## src/sv/dtcv_pkg.sv

```systemverilog
// dtcv_pkg: types and constants for the decimal text to centi value unit
// no dependencies; imported by decimal_text_to_centi_value_unit and tb_top
package dtcv_pkg;

    // text bytes of interest
    localparam logic [7:0] CHAR_MINUS = 8'h2d;
    localparam logic [7:0] CHAR_POINT = 8'h2e;
    localparam logic [7:0] CHAR_ZERO  = 8'h30;
    localparam logic [7:0] CHAR_NINE  = 8'h39;

    // whole part saturation bound
    localparam logic [8:0] WHOLE_MAX = 9'd511;

    // magnitude limits in hundredths
    localparam logic [15:0] MAG_MAX_POS = 16'd32767;
    localparam logic [15:0] MAG_MAX_NEG = 16'd32768;

    // configuration register indexes
    localparam logic [1:0] CFG_MIN_CONFIDENCE = 2'd0;
    localparam logic [1:0] CFG_PLAUSIBLE_MIN  = 2'd1;
    localparam logic [1:0] CFG_PLAUSIBLE_MAX  = 2'd2;

    // configuration reset values
    localparam logic [6:0]         MIN_CONF_RESET = 7'd60;
    localparam logic signed [15:0] PMIN_RESET     = -16'sd4000;
    localparam logic signed [15:0] PMAX_RESET     = 16'sd12500;

    typedef enum logic [1:0] {
        STATUS_OK        = 2'd0,
        STATUS_RECOG     = 2'd1,
        STATUS_LOW_CONF  = 2'd2,
        STATUS_RANGE     = 2'd3
    } status_t;

    typedef enum logic [3:0] {
        REASON_NONE        = 4'd0,
        REASON_EMPTY       = 4'd1,
        REASON_LOW_CONF    = 4'd2,
        REASON_DUP_POINT   = 4'd3,
        REASON_BAD_CHAR    = 4'd4,
        REASON_TOO_MANY    = 4'd5,
        REASON_NO_DIGITS   = 4'd6,
        REASON_OVERFLOW    = 4'd7,
        REASON_IMPLAUSIBLE = 4'd8
    } reason_t;

    // running parse state of one text
    typedef struct packed {
        logic       at_start;
        logic       negative;
        logic [8:0] whole_part;
        logic       whole_overflow;
        logic [6:0] fraction_part;
        logic [1:0] fraction_digits;
        logic       digit_found;
        logic       seen_point;
        reason_t    latched_error;
    } parse_t;

    localparam parse_t PARSE_CLEAR = '{
        at_start:        1'b1,
        negative:        1'b0,
        whole_part:      9'd0,
        whole_overflow:  1'b0,
        fraction_part:   7'd0,
        fraction_digits: 2'd0,
        digit_found:     1'b0,
        seen_point:      1'b0,
        latched_error:   REASON_NONE
    };

endpackage

```

## src/sv/decimal_text_to_centi_value_unit.sv

```systemverilog
// decimal_text_to_centi_value_unit: parses reading text into a signed value in hundredths
// depends on dtcv_pkg
//
//  channel   | dir | handshake                     | payload
//  ----------+-----+-------------------------------+------------------------------------------
//  s_axis    | in  | s_axis_tvalid / s_axis_tready | tdata: character, confidence; tuser:
//            |     |                               | has_char; tlast: end_of_text
//  m_axis    | out | m_axis_tvalid / m_axis_tready | tdata: ok, value_centi, status, reason,
//            |     |                               | confidence_echo
//  cfg       | in  | cfg_we (no wait)              | cfg_index, cfg_data
//
//  one request per cycle is accepted; the parse state updates on the edge that takes it
//  an end-marked request is snapshotted into the finish stage, checked there combinationally
//  and moves into the output register once that register is free
//  the critical path is the whole*100 + fraction add and the range compares in the finish stage
//  rst_n clears parse state, pipeline valids and the config registers to their defaults
//  a stalled output holds the finish stage, and only then does s_axis_tready drop
module decimal_text_to_centi_value_unit
    import dtcv_pkg::*;
(
    input  logic        clk,
    input  logic        rst_n,
    input  logic        s_axis_tvalid,
    output logic        s_axis_tready,
    input  logic [15:0] s_axis_tdata,  // [7:0] character, [14:8] confidence, [15] zero
    input  logic        s_axis_tuser,  // [0] has_char
    input  logic        s_axis_tlast,  // end_of_text
    output logic        m_axis_tvalid,
    input  logic        m_axis_tready,
    output logic [31:0] m_axis_tdata,  // [0] ok, [16:1] value_centi, [18:17] status,
                                       // [22:19] reason, [29:23] confidence_echo, [31:30] zero
    input  logic        cfg_we,
    input  logic [1:0]  cfg_index,
    input  logic [15:0] cfg_data
);

    // configuration registers
    logic [6:0]         min_conf_reg;
    logic signed [15:0] pmin_reg;
    logic signed [15:0] pmax_reg;

    // parse state
    parse_t parse_reg;
    parse_t parse_next;

    // finish stage: snapshot of the parse state after the end request
    logic       fin_valid_reg;
    parse_t     fin_parse_reg;
    logic [6:0] fin_conf_reg;

    // output register
    logic        out_valid_reg;
    logic        out_ok_reg;
    logic [15:0] out_value_reg;
    status_t     out_status_reg;
    reason_t     out_reason_reg;
    logic [6:0]  out_conf_reg;

    logic       in_take;
    logic       out_free;
    logic       fin_move;
    logic [7:0] in_char;
    logic [6:0] in_conf;
    logic [3:0] digit;
    logic [12:0] whole_calc;

    // finish stage results
    logic        res_ok;
    logic [15:0] res_value;
    status_t     res_status;
    reason_t     res_reason;
    logic [6:0]  frac_scaled;
    logic [15:0] mag;
    logic [15:0] mag_limit;
    logic signed [16:0] signed_val;

    assign in_char  = s_axis_tdata[7:0];
    assign in_conf  = s_axis_tdata[14:8];
    assign out_free = !out_valid_reg || m_axis_tready;
    assign fin_move = fin_valid_reg && out_free;
    // finish stage empties or moves on this cycle
    assign s_axis_tready = !fin_valid_reg || out_free;
    assign in_take  = s_axis_tvalid && s_axis_tready;

    assign digit      = 4'(in_char - CHAR_ZERO);
    assign whole_calc = {4'd0, parse_reg.whole_part} * 13'd10 + {9'd0, digit};

    // per-character parse step
    always_comb
    begin
        parse_next = parse_reg;
        if (s_axis_tuser)
        begin
            parse_next.at_start = 1'b0;
            if (parse_reg.latched_error == REASON_NONE)
            begin
                priority if (parse_reg.at_start && in_char == CHAR_MINUS)
                begin
                    parse_next.negative = 1'b1;
                end
                else if (in_char == CHAR_POINT)
                begin
                    if (parse_reg.seen_point)
                        parse_next.latched_error = REASON_DUP_POINT;
                    else
                        parse_next.seen_point = 1'b1;
                end
                else if (in_char < CHAR_ZERO || in_char > CHAR_NINE)
                begin
                    parse_next.latched_error = REASON_BAD_CHAR;
                end
                else
                begin
                    parse_next.digit_found = 1'b1;
                    if (parse_reg.seen_point)
                    begin
                        if (parse_reg.fraction_digits >= 2'd2)
                            parse_next.latched_error = REASON_TOO_MANY;
                        else
                        begin
                            // at most one digit stored before, so this stays below 100
                            parse_next.fraction_part = 7'(parse_reg.fraction_part * 7'd10)
                                                       + {3'd0, digit};
                            parse_next.fraction_digits = parse_reg.fraction_digits + 2'd1;
                        end
                    end
                    else if (whole_calc > {4'd0, WHOLE_MAX})
                    begin
                        parse_next.whole_part     = WHOLE_MAX;
                        parse_next.whole_overflow = 1'b1;
                    end
                    else
                    begin
                        parse_next.whole_part = whole_calc[8:0];
                    end
                end
            end
        end
    end

    // result checks in priority order
    always_comb
    begin
        unique case (fin_parse_reg.fraction_digits)
            2'd0:    frac_scaled = 7'd0;
            2'd1:    frac_scaled = 7'(fin_parse_reg.fraction_part * 7'd10);
            default: frac_scaled = fin_parse_reg.fraction_part;
        endcase
        mag        = 16'(fin_parse_reg.whole_part * 16'd100) + {9'd0, frac_scaled};
        mag_limit  = fin_parse_reg.negative ? MAG_MAX_NEG : MAG_MAX_POS;
        signed_val = fin_parse_reg.negative ? -$signed({1'b0, mag}) : $signed({1'b0, mag});

        res_status = STATUS_OK;
        res_reason = REASON_NONE;
        priority if (fin_parse_reg.at_start)
        begin
            res_status = STATUS_RECOG;
            res_reason = REASON_EMPTY;
        end
        else if (fin_conf_reg < min_conf_reg)
        begin
            res_status = STATUS_LOW_CONF;
            res_reason = REASON_LOW_CONF;
        end
        else if (fin_parse_reg.latched_error != REASON_NONE)
        begin
            res_status = STATUS_RECOG;
            res_reason = fin_parse_reg.latched_error;
        end
        else if (!fin_parse_reg.digit_found)
        begin
            res_status = STATUS_RECOG;
            res_reason = REASON_NO_DIGITS;
        end
        else if (fin_parse_reg.whole_overflow || mag > mag_limit)
        begin
            res_status = STATUS_RANGE;
            res_reason = REASON_OVERFLOW;
        end
        else if (signed_val < 17'(pmin_reg) || signed_val > 17'(pmax_reg))
        begin
            res_status = STATUS_RANGE;
            res_reason = REASON_IMPLAUSIBLE;
        end
        res_ok    = (res_status == STATUS_OK);
        res_value = res_ok ? signed_val[15:0] : 16'd0;
    end

    always_ff @(posedge clk or negedge rst_n)
    begin
        if (!rst_n)
        begin
            min_conf_reg   <= MIN_CONF_RESET;
            pmin_reg       <= PMIN_RESET;
            pmax_reg       <= PMAX_RESET;
            parse_reg      <= PARSE_CLEAR;
            fin_valid_reg  <= 1'b0;
            out_valid_reg  <= 1'b0;
        end
        else
        begin
            if (cfg_we)
            begin
                unique case (cfg_index)
                    CFG_MIN_CONFIDENCE: min_conf_reg <= cfg_data[6:0];
                    CFG_PLAUSIBLE_MIN:  pmin_reg     <= cfg_data;
                    CFG_PLAUSIBLE_MAX:  pmax_reg     <= cfg_data;
                    default:            ;
                endcase
            end

            // parse state clears once the text is handed to the finish stage
            if (in_take)
                parse_reg <= s_axis_tlast ? PARSE_CLEAR : parse_next;

            if (in_take && s_axis_tlast)
                fin_valid_reg <= 1'b1;
            else if (fin_move)
                fin_valid_reg <= 1'b0;

            if (fin_move)
                out_valid_reg <= 1'b1;
            else if (m_axis_tready)
                out_valid_reg <= 1'b0;
        end
    end

    // payload registers
    always_ff @(posedge clk)
    begin
        if (in_take && s_axis_tlast)
        begin
            fin_parse_reg <= parse_next;
            fin_conf_reg  <= in_conf;
        end
        if (fin_move)
        begin
            out_ok_reg     <= res_ok;
            out_value_reg  <= res_value;
            out_status_reg <= res_status;
            out_reason_reg <= res_reason;
            out_conf_reg   <= fin_conf_reg;
        end
    end

    assign m_axis_tvalid = out_valid_reg;
    assign m_axis_tdata  = {2'b00, out_conf_reg, out_reason_reg, out_status_reg,
                            out_value_reg, out_ok_reg};

    // ok matches a clean status and a failed result carries zero
    a_ok_status: assert property (@(posedge clk) disable iff (!rst_n)
        out_valid_reg |-> (out_ok_reg == (out_status_reg == STATUS_OK)))
        else $error("ok flag disagrees with status");

    a_zero_value: assert property (@(posedge clk) disable iff (!rst_n)
        (out_valid_reg && !out_ok_reg) |-> (out_value_reg == 16'd0))
        else $error("failed result carries a value");

    a_reason_status: assert property (@(posedge clk) disable iff (!rst_n)
        out_valid_reg |-> ((out_reason_reg == REASON_NONE) == (out_status_reg == STATUS_OK)))
        else $error("reason and status disagree");

    // an end request leaves the parser cleared for the next text
    a_parse_cleared: assert property (@(posedge clk) disable iff (!rst_n)
        (in_take && s_axis_tlast) |=> parse_reg.at_start)
        else $error("parse state not cleared after end of text");

    // stalled finish stage keeps the input side closed
    a_stall_ready: assert property (@(posedge clk) disable iff (!rst_n)
        (fin_valid_reg && out_valid_reg && !m_axis_tready) |-> !s_axis_tready)
        else $error("request taken while finish stage is blocked");

endmodule

```

## config.mk

```make
export PLATFORM = sky130hd
export DESIGN_NAME = decimal_text_to_centi_value_unit
export DESIGN_NICKNAME = d
export VERILOG_FILES = /design/src/sv/dtcv_pkg.sv /design/src/sv/decimal_text_to_centi_value_unit.sv
export SDC_FILE = /design/constraint.sdc
export NUM_CORES = 1
export LEC_CHECK = 0
export BUFFER_PORTS_ARGS = -buffer_cell sky130_fd_sc_hd__buf_2
export CAP_MARGIN = 5
export CORE_ASPECT_RATIO = 1.4
export CORE_MARGIN = 3
export CORE_UTILIZATION = 60
export CTS_CLUSTER_DIAMETER = 100
export DETAILED_ROUTE_END_ITERATION = 8
export HOLD_SLACK_MARGIN = 0.1
export PLACE_DENSITY_LB_ADDON = 0.2
export RECOVER_POWER = 25
export SYNTH_ARGS = -nofsm -noshare
export SYNTH_HDL_FRONTEND = slang
export SYNTH_SLANG_ARGS = --single-unit
```

## constraint.sdc

```tcl
create_clock -name clk -period 14.4 [get_ports clk]
set_clock_uncertainty 0.2 [all_clocks]
set_input_delay 0.72 -clock clk [delete_from_list [all_inputs] [get_ports clk]]
set_output_delay 0.72 -clock clk [all_outputs]
set_load 0.05 [all_outputs]
```

==> results.tsv, run 1 <==
metric	value	unit
cts_max_level	4	
synth_edf_count	63	
diodes	0	
cts_hold_buf	0	
drv_cap	1	
synthCells	851	
p_sw_share	33.15	%
nets	1102	
setup_viol	0	
wl_per_cell	16.21	µm
gp_congestion	0.8366	
required	14.39	ns
multi_input_comb_area	0.004964	mm²
dpl.hpwl	13.74	mm
place_ws	7.881	ns
slew_violations	69	
cts_tree	yes	
status	finished, violations left	
clk-insertion-delay-late	0.42	ns
relSlewSlack	-159.0	%
grt_overflow	0	
clockPowerShare	32.4	%
rsz0062_at_grt	false	
netlist_area	0.008965	mm²
irDropWorstVdd	107.4	µV
antenna_found_initial	0	
p_leak	0.004652	µW
grt_max_degree	69	
p_switching	427.5	µW
die_h	150.6	µm
ys_warn_count	0	
cp-start-kind	flip-flop	
grt_pass1_vias	6484	
seqCellArea	0.003615	mm²
drcViolationCount	0	
cts.clk_slew.worst_paths	0.06	ns
finalHoldViolCount	0	
tightest_slew	3.885	ns
cts_root_buf	clkbuf_16	
async_reset_ff_share	51.91	%
power_density	127.9	mW/mm²
fin_util	69.17	%
pwr-share-comb	32.0	%
violations	capacitance limit, slew limit	
hp-class	flip-flop to flip-flop	
synth.avg_cell_area	10.53	µm²
fin_ws	7.764	ns
synth.distinct_cells	67	
post_cts_buffers	0	
whs	0.2420	ns
ant_nets	0	
io_pins	75	
internal-power	862.2	µW
avgViaCountPerCell	5.679	
grt_usage	23.46	%
cts_made_buffers	17	
largest_register_ffs	27	
ys_seq_area_share	40.32	%
core_region_area	0.01457	mm²
fin_total_pwr	1290	µW
criticalPathCategory	flip-flop to flip-flop	
syn_to_final_growth	12.45	%
initial_core_util	61.51	%
fmax	150.7	MHz
yosys_register_bits	131	
drt_iter0_markers	305	
period_share	46.09	%
fill_cells	1152	
fp.dieArea	0.01646	mm²
drive_above_1_share	19.77	%
core.rowCount	52	
clockBufferDepth	2	
grt_pass1_wl	29.86	mm
p_seq_share	35.6	%
clock_sinks	131	
end_kind	flip-flop	
fin_setup_tns	0	ns
cts_resized	0	
firstDrtPassIters	4	
crit_fanout	10	
cp.arrival	6.63	ns
wirelength	18.32	mm
final.min_clock_period	6.636	ns
vias	6417	
ys_dominant_reg_cell	edfxtp_1	
die_x	109.3	µm
io_buffers	71	
layer usage:
metal  vias to the layer above  global-route usage, %  share of wire, %
met1                      3070                  25.57                39
met2                       109                  43.88                55
met5                         -                      0                 0
met3                        33                  4.204               2.9
li1                       3205                      -                 -
met4                         0                  9.857               2.5
cell type report:
type	instances	share of cell area (%)
Clock buffer	20	4.332
Clock inverter	12	1.316
Inverter	81	3.016
Multi-Input combinational cell	620	49.24
Sequential cell	131	35.86
Tap cell	189	2.346
Timing Repair Buffer	77	3.897
cells in the mapped netlist, drive strengths merged (3+ instances only):
| master | count | area (µm²) |
|---|---|---|
| ha | 123 | 1539 |
| inv | 81 | 304.0 |
| edfxtp | 63 | 1892 |
| nor2 | 59 | 224.0 |
| nand2 | 53 | 198.9 |
| o21ai | 53 | 265.3 |
| dfrtp | 51 | 1276 |
| a21oi | 40 | 207.7 |
| mux2 | 39 | 439.2 |
| xnor2 | 38 | 355.3 |
| nor3 | 22 | 115.1 |
| a21o | 20 | 150.1 |
| clkbuf | 17 | 63.81 |
| dfstp | 17 | 446.7 |
| nor2b | 16 | 100.1 |
| nand4 | 13 | 81.33 |
| xor2 | 13 | 121.4 |
| fa | 10 | 200.2 |
| nand3 | 10 | 55.05 |
| a22o | 9 | 78.83 |
| nor4 | 9 | 56.30 |
| nor4b | 9 | 93.84 |
| nand2b | 8 | 52.55 |
| nor3b | 8 | 65.06 |
| o21bai | 7 | 52.55 |
| and2 | 5 | 31.28 |
| nand3b | 5 | 37.54 |
| or2 | 5 | 31.28 |
| a211oi | 4 | 40.03 |
| or4 | 4 | 30.03 |
| a2111oi | 3 | 32.53 |
| a31o | 3 | 26.28 |
| buf | 3 | 22.52 |
| o211a | 3 | 30.03 |
| o21a | 3 | 22.52 |
| o22ai | 3 | 18.77 |
cell families (layout without fill, tap and decap cells):
group | after synthesis | in the layout | synth area share (%)
AO/OA/AOI/OAI | 162 | 162 | 11.65
XOR/XNOR | 52 | 52 | 5.583
adder cells (fa/ha/maj) | 133 | 133 | 19.40
buffers and inverters | 101 | 190 | 4.354
flip-flops | 131 | 131 | 40.32
multiplexers | 39 | 39 | 4.899
other | 1 | 2 | 0.04183
AND/OR/NAND/NOR | 232 | 232 | 13.75
power groups by stage:
stage / logic [µW] / registers, µW / clock network, µW
after global routing: 469 / 463 / 439
after global placement: 395 / 463 / 0
after CTS: 416 / 459 / 426
after floorplan: 299 / 477 / 0
final: 413 / 459 / 418
after detailed placement: 409 / 465 / 0
cells in the final DEF, fill, tap and decap left out, drive strengths merged, types with 8 or more instances in the layout:
cell | synthesis | layout
ha | 123 | 123
inv | 81 | 83
buf | 3 | 75
edfxtp | 63 | 63
nor2 | 59 | 59
nand2 | 53 | 53
o21ai | 53 | 53
dfrtp | 51 | 51
a21oi | 40 | 40
mux2 | 39 | 39
xnor2 | 38 | 38
nor3 | 22 | 22
clkbuf | 17 | 22
a21o | 20 | 20
dfstp | 17 | 17
nor2b | 16 | 16
nand4 | 13 | 13
xor2 | 13 | 13
fa | 10 | 10
nand3 | 10 | 10
a22o | 9 | 9
nor4 | 9 | 9
nor4b | 9 | 9
nand2b | 8 | 8
nor3b | 8 | 8
through the flow:
step	std cells	area, µm²
global route	1130	10080
detailed placement	1097	9512
floorplan	852	8969
CTS	1129	10080
global placement	1097	9512
finish	1130	10080
worst max-delay path, cell delays in order, from the launching register on:
cell      delay [ns]
edfxtp_1        0.44
ha_1            0.31
ha_1            0.14
inv_1           0.05
fa_1            0.36
xor2_1          0.16
xnor2_1         0.13
a22o_1          0.21
ha_1            0.32
o21a_1          0.12
o31a_1          0.18
a21oi_1         0.11
or4_1           0.47
nor3_2          0.17
a21oi_1         0.12
xnor2_1         0.38
ha_1            0.33
a21o_1          0.19
a21o_1          0.18
a21oi_1         0.16
nor2_1          0.06
nor4_1          0.20
o21ai_0         0.15
a211o_1         0.40
nand2b_1        0.42
nor4b_1         0.44
final timing paths:
| check | from | depth (start not counted) | slack [ns] | endpoint |
|---|---|---|---|---|
| worst max-delay path | fin_parse_reg[11]$_DFFE_PP_ | 25 | 7.76 | out_value_reg[8]$_SDFFCE_PP0P_ |
| worst min-delay path | fin_conf_reg[0]$_DFFE_PP_ | 0 | 0.24 | out_conf_reg[0]$_DFFE_PP_ |
| worst max register to register | fin_parse_reg[11]$_DFFE_PP_ | 25 | 7.76 | out_value_reg[8]$_SDFFCE_PP0P_ |
| worst min register to register | fin_conf_reg[0]$_DFFE_PP_ | 0 | 0.24 | out_conf_reg[0]$_DFFE_PP_ |
| max in group asynchronous | rst_n | 2 | 10.28 | fin_valid_reg$_DFFE_PN0P_ |
| min in group asynchronous | rst_n | 2 | 1.56 | pmin_reg[10]$_DFFE_PN0P_ |
Note: power is estimated with default switching activity, not from simulation.
==> run 2: changes to the inputs <==
--- a/config.mk
+++ b/config.mk
@@ -5,11 +5,12 @@
 export SDC_FILE = /design/constraint.sdc
 export NUM_CORES = 1
 export LEC_CHECK = 0
+export ABC_AREA = 1
 export BUFFER_PORTS_ARGS = -buffer_cell sky130_fd_sc_hd__buf_2
 export CAP_MARGIN = 5
 export CORE_ASPECT_RATIO = 1.4
 export CORE_MARGIN = 3
-export CORE_UTILIZATION = 60
+export CORE_UTILIZATION = 56
 export CTS_CLUSTER_DIAMETER = 100
 export DETAILED_ROUTE_END_ITERATION = 8
 export HOLD_SLACK_MARGIN = 0.1
==> constraint.sdc (replaced) <==
create_clock -name clk -period 5.7 [get_ports clk]
set_clock_uncertainty 0.2 [all_clocks]
set_input_delay 0.285 -clock clk [delete_from_list [all_inputs] [get_ports clk]]
set_output_delay 0.285 -clock clk [all_outputs]
set_load 0.05 [all_outputs]
==> results.tsv, run 2 <==
metric	value	unit	change
status	finished, violations left		
violations	capacitance limit, slew limit		
finalHoldViolCount	0		unchanged
tightest_slew	3.877	ns	-0.007243 ns
grt_overflow	0		unchanged
cp-start-kind	flip-flop		
place_inst	1440		+31%
io_buffers	71		unchanged
fp.dieArea	0.01874	mm²	+14%
die_h	160.8	µm	+6.8%
synth.distinct_cells	52		-22%
netlist_area	0.009585	mm²	+6.9%
grt_usage	21.98	%	-1.5 points
cts_made_buffers	17		unchanged
criticalPathCategory	flip-flop to flip-flop		
synth_compound_gate_area_share	8.798	%	-2.9 points
clockPowerShare	33.6	%	+1.2 points
layout_common_cells	nand2_1, inv_1, ha_1		
ant_nets	0		unchanged
stdcell_area	0.01140	mm²	+13%
avgViaCountPerCell	5.211		-8.2%
synth_top_area_cell	edfxtp_1		
drt_iter0_markers	333		+9.2%
final_common_cell	nand2_1		
io_pins	75		unchanged
core_region_area	0.01675	mm²	+15%
crit_slowest_cell	edfxtp_1		
async_reset_ff_share	51.91	%	unchanged
wirelength	20.63	mm	+13%
die_x	116.6	µm	+6.6%
wl_per_cell	13.65	µm	-16%
cts_max_level	4		unchanged
end_kind	flip-flop		
hold_depth	5		+5
gp_congestion	0.8790		+5.1%
yosys-top-cells-count	nand2_1, inv_1, ha_1		
netlist.area_leader.share	19.74	%	-1.4 points
vias	7879		+23%
diodes	0		unchanged
fin_setup_tns	0	ns	unchanged
cts_tree	yes		
p_seq_share	35.0	%	-0.6 points
ys_dominant_reg_cell	edfxtp_1		
required	5.67	ns	-8.72 ns
final.min_clock_period	5.580	ns	-1.057 ns
relSlewSlack	-158.5	%	+0.48 points
irDropWorstVdd	201.1	µV	+87%
synth.most_common_cell	nand2_1		
p_sw_share	34.89	%	+1.7 points
slew_violations	69		unchanged
synth_area_leaders	edfxtp_1, ha_1, dfrtp_1, nand2_1, inv_1		
fin_util	68.10	%	-1.1 points
crit_buf_inv	5		+4
synth_top_family_by_area	simple AND/OR/NAND/NOR gates		
power_density	283.3	mW/mm²	+120%
core.rowCount	56		+7.7%
rsz0062_at_grt	true		
crit_cells	36		+44%
dpl.hpwl	15.27	mm	+11%
clockBufferDepth	2		unchanged
cp.arrival	5.55	ns	-1.08 ns
hp-class	input pin to flip-flop		
synthCells	1180		+39%
internal-power	2104	µW	+140%
fmax	179.2	MHz	+19%
synthXorXnorAreaFrac	2.702	%	-2.9 points
p_leak	0.005745	µW	+24%
pwr-share-comb	31.5	%	-0.5 points
drive_above_1_share	17.49	%	-2.3 points
placed_area	0.01015	mm²	+6.7%
stdcell_count	1512		+34%
ys_seq_area_share	37.71	%	-2.6 points
whs	0.1287	ns	-0.1134 ns
firstDrtPassIters	6		+2
max_stage_delay	0.41	ns	-0.06 ns
synth_edf_count	63		unchanged
yosys_register_bits	131		unchanged
synthSimpleGateAreaFrac	22.79	%	+9.0 points
clock_sinks	131		unchanged
ys_warn_count	0		unchanged
synthMuxAreaShare	0	%	-4.9 points
grt_pass1_vias	7608		+17%
drv_cap	1		unchanged
crit_fanout	8		-2
setup_viol	0		unchanged
synth_fa_ha_area_share	18.14	%	-1.3 points
r2r_cells	36		+44%
antenna_found_initial	0		unchanged
nets	1470		+33%
period_share	97.89	%	+52 points
grt_max_degree	69		unchanged
syn_to_final_growth	18.97	%	
cts_root_buf	clkbuf_16		
synth.avg_cell_area	8.123	µm²	-23%
crit_family	simple AND/OR/NAND/NOR gates		
cts.clk_slew.worst_paths	0.06	ns	about the same
drcViolationCount	0		unchanged
clk-insertion-delay-late	0.42	ns	about the same
initial_core_util	57.24	%	-4.3 points
largest_register_ffs	27		unchanged
grt_pass1_wl	33.04	mm	+11%
p_switching	1127	µW	+160%
-- run 2: changes by cell type in the layout (fill, tap and decap cells not counted), moves of 17 or more --
cell	delta
nand3_1	+38
inv_1	+126
inv_2	+17
mux2_2	-39
buf_2	-26
dlygate4sd3_1	+28
nand2_1	+209
xnor2_1	-27
nand2_2	+25
clkbuf_1	+23
a21o_1	-20
o21ai_0	+21
-- run 2: cell families (layout without fill, tap and decap cells) --
family                     after synthesis  in the layout
xor gates and xnor gates                27             27
buffers and inverters                  243            371
DFF                                    131            131
AOI/OAI and AO/OA                      154            154
adders and majority gates              133            133
other                                    1              2
and+or+nand+nor                        491            491
-- run 2: final timing paths --
path,startpoint,slack (ns),to
worst max-delay path,fin_parse_reg[9]$_DFFE_PP_,0.12,out_value_reg[12]$_SDFFCE_PP0P_
worst min-delay path,s_axis_tdata[4],0.13,parse_reg[4]$_DFFE_PN0P_
worst max register to register,fin_parse_reg[9]$_DFFE_PP_,0.12,out_value_reg[12]$_SDFFCE_PP0P_
worst min register to register,fin_conf_reg[2]$_DFFE_PP_,0.26,out_conf_reg[2]$_DFFE_PP_
max in group asynchronous,rst_n,1.48,parse_reg[2]$_DFFE_PN0P_
min in group asynchronous,rst_n,1.65,pmax_reg[10]$_DFFE_PN0P_
-- run 2: timing repair --
item | in CTS | in global routing
pin swaps | 1 | 34
hold buffers | 28 | 0
endpoints found under the hold margin | 102 | 0
gates resized for setup | 0 | 82
setup buffers | 1 | 10
gates cloned | 0 | 1
endpoints found under the setup margin | 8 | 20
-- run 2: stage by stage --
stage	worst slack (ns)	total power [µW]
global route	-0.2163	3433
CTS	0.06748	3145
global placement	0.1244	2003
detailed placement	-0.01072	2029
finish	0.1205	3231
floorplan	0.7473	1823
-- run 2: power groups by stage --
stage / Sequential [µW] / Combinational (µW) / Clock, µW
6_report: 1130 / 1020 / 1080
5_1_grt: 1140 / 1150 / 1140
4_1_cts: 1130 / 912 / 1100
3_5_place_dp: 1150 / 883 / 0
3_3_place_gp: 1150 / 857 / 0
2_1_floorplan: 1200 / 628 / 0
-- run 2: cell type report --
cell class / instances / area (µm²)
fillers: 1383 / 5343
well taps: 203 / 254.0
repair buffers: 115 / 749.5
clock inverters: 14 / 153.9
inverters: 224 / 840.8
flip-flops and latches: 131 / 3615
multi-input cells: 807 / 5361
clock buffers: 18 / 429.2
-- run 2: worst register-to-register path, delay by kind of cell (launching register included) --
kind / cells / cell delay [ns]
AND/OR/NAND/NOR: 23 / 2.42
adder cells (fa/ha/maj): 5 / 1.45
buffers and inverters: 5 / 0.43
flip-flops: 1 / 0.41
XOR/XNOR: 2 / 0.32
AO/OA/AOI/OAI: 1 / 0.09
-- run 2: per-layer routing --
layer	global-route usage [%]	wire length [µm]	vias to the layer above
met5	0	0	-
met4	8.607	589	0
met3	4.109	488	48
met2	41.30	11390	113
met1	23.62	8168	3679
li1	-	-	4039
==> run 3: changes to the inputs <==
--- a/config.mk
+++ b/config.mk
@@ -8,14 +8,18 @@
 export ABC_AREA = 1
 export BUFFER_PORTS_ARGS = -buffer_cell sky130_fd_sc_hd__buf_2
 export CAP_MARGIN = 5
+export CELL_PAD_IN_SITES_DETAIL_PLACEMENT = 0
+export CELL_PAD_IN_SITES_GLOBAL_PLACEMENT = 1
 export CORE_ASPECT_RATIO = 1.4
 export CORE_MARGIN = 3
-export CORE_UTILIZATION = 56
+export CORE_UTILIZATION = 42
 export CTS_CLUSTER_DIAMETER = 100
 export DETAILED_ROUTE_END_ITERATION = 8
 export HOLD_SLACK_MARGIN = 0.1
 export PLACE_DENSITY_LB_ADDON = 0.2
 export RECOVER_POWER = 25
+export REMOVE_ABC_BUFFERS = 1
+export SETUP_SLACK_MARGIN = 0.15
 export SYNTH_ARGS = -nofsm -noshare
 export SYNTH_HDL_FRONTEND = slang
 export SYNTH_SLANG_ARGS = --single-unit
==> results.tsv, run 3 (synthesis gave the netlist of run 2 again) <==
metric	value	unit	change
status	finished, violations left		
final_common_cell	nand2_1		
required	5.78	ns	+0.11 ns
irDropWorstVdd	219.4	µV	+9.1%
vias	7731		-1.9%
clockBufferDepth	2		unchanged
core_region_area	0.02218	mm²	+32%
drt_iter0_markers	328		-1.5%
fp.dieArea	0.02470	mm²	+32%
avgViaCountPerCell	4.760		-8.6%
cts_tree	yes		
clock_sinks	131		unchanged
initial_core_util	43.21	%	-14 points
ant_nets	0		unchanged
antenna_found_initial	0		unchanged
finalHoldViolCount	0		unchanged
end_kind	flip-flop		
p_leak	0.005869	µW	+2.2%
largest_register_ffs	27		unchanged
tightest_slew	3.906	ns	+0.02858 ns
cp-start-kind	flip-flop		
place_ws	0.06048	ns	+0.07120 ns
io_buffers	71		unchanged
wirelength	21.52	mm	+4.3%
firstDrtPassIters	5		-1
setup_viol	0		unchanged
rsz0062_at_grt	true		
syn_to_final_growth	22.69	%	
grt_usage	17.68	%	-4.3 points
power_density	276.9	mW/mm²	-2.3%
final.min_clock_period	5.421	ns	-0.1589 ns
drive_above_1_share	20.65	%	+3.2 points
drv_cap	1		unchanged
clk-insertion-delay-late	0.43	ns	about the same
grt_pass1_vias	7621		+0.17%
stdcell_count	1624		+7.4%
relSlewSlack	-160.4	%	-1.9 points
fill_cells	2181		+58%
use_met2	34.76	%	-6.5 points
grt_overflow	0		unchanged
criticalPathCategory	flip-flop to flip-flop		
gp_congestion	0.8266		-6.0%
cts_made_buffers	17		unchanged
violations	capacitance limit, slew limit		
die_x	133.7	µm	+15%
fmax	184.5	MHz	+2.9%
hp-class	input pin to flip-flop		
diodes	0		unchanged
crit_slowest_cell	edfxtp_1		
placed_area	0.01040	mm²	+2.5%
core.rowCount	64		+14%
drcViolationCount	0		unchanged
dpl.hpwl	16.20	mm	+6.1%
grt_pass1_wl	35.29	mm	+6.8%
top_usage_layer	met2		
grt_max_degree	69		unchanged
gr-usage-met3	2.594	%	-1.5 points
cts_root_buf	clkbuf_16		
multi_input_comb_area	0.005456	mm²	+1.8%
crit_fanout	8		unchanged
crit_top_cell	nand2_1		
period_share	95.10	%	-2.8 points
seqCellArea	0.003615	mm²	unchanged
wl_per_cell	13.25	µm	-2.9%
place_inst	1550		+7.6%
cts.clk_slew.worst_paths	0.07	ns	about the same
fin_ws	0.2793	ns	+0.1589 ns
cp.arrival	5.50	ns	-0.05 ns
use_met1	19.68	%	-3.9 points
layout_common_cells	nand2_1, inv_1, ha_1		
io_pins	75		unchanged
stdcell_area	0.01176	mm²	+3.1%
nets	1488		+1.2%
slew_violations	69		unchanged
die_h	184.8	µm	+15%
cts_max_level	4		unchanged
max_stage_delay	0.39	ns	-0.02 ns
-- run 3: repair_timing --
item	CTS	global route
endpoints found under the hold margin	102	0
hold buffers	28	0
gates cloned	0	1
pin swaps	7	48
buffers inserted	3	10
gates resized for setup	20	85
setup endpoints to repair	18	20
-- run 3: cell type report --
| type | count | share of cell area [%] |
|---|---|---|
| repair buffers | 133 | 7.735 |
| inverters | 224 | 7.192 |
| clock buffers | 20 | 3.979 |
| flip-flops and latches | 131 | 30.74 |
| well taps | 297 | 3.160 |
| clock inverters | 12 | 0.7980 |
| multi-input cells | 807 | 46.40 |
-- run 3: metal layers --
metal  vias up  share of wire (%)
met2        61                 56
met4         0                1.3
li1       4069                  -
met5         -                  0
met1      3584                 41
met3        17                1.9
-- run 3: worst max-delay path, delay by kind of cell, from the launching register on --
kind	cells	cell delay [ns]
compound gates	4	0.53
xor+xnor	2	0.31
fa+ha+maj	5	1.46
buf+inv	7	0.71
flops	1	0.39
simple gates	19	1.66
-- run 3: final timing paths --
check	start	end	slack (ns)	cells after the start
max	fin_parse_reg[11]$_DFFE_PP_	out_value_reg[2]$_SDFFCE_PP0P_	0.28	37
min	s_axis_tdata[0]	parse_reg[8]$_DFFE_PN0P_	0.14	4
max reg2reg	fin_parse_reg[11]$_DFFE_PP_	out_value_reg[2]$_SDFFCE_PP0P_	0.28	37
min reg2reg	fin_conf_reg[6]$_DFFE_PP_	out_conf_reg[6]$_DFFE_PP_	0.26	0
max in group asynchronous	rst_n	parse_reg[21]$_DFFE_PN0P_	1.42	3
min in group asynchronous	rst_n	pmax_reg[14]$_DFFE_PN0P_	1.65	3
-- run 3: metrics by stage --
step                util, %  hold slack [ns]  total power, µW  TNS, ns
finish                53.02           0.1412             3257        0
global route          53.02           0.1729             3487  -0.6496
CTS                   51.15           0.1402             3174        0
detailed placement    46.88           0.2502             2078        0
global placement      46.88           0.2440             2061        0
floorplan                 -          -0.2106             1816        0
-- run 3: where the power goes --
group | internal (µW) | total (µW) | switching [µW]
clock | 600 | 1040 | 437
combinational | 413 | 1090 | 679
sequential | 1090 | 1130 | 38.3
total | 2100 | 3260 | 1150
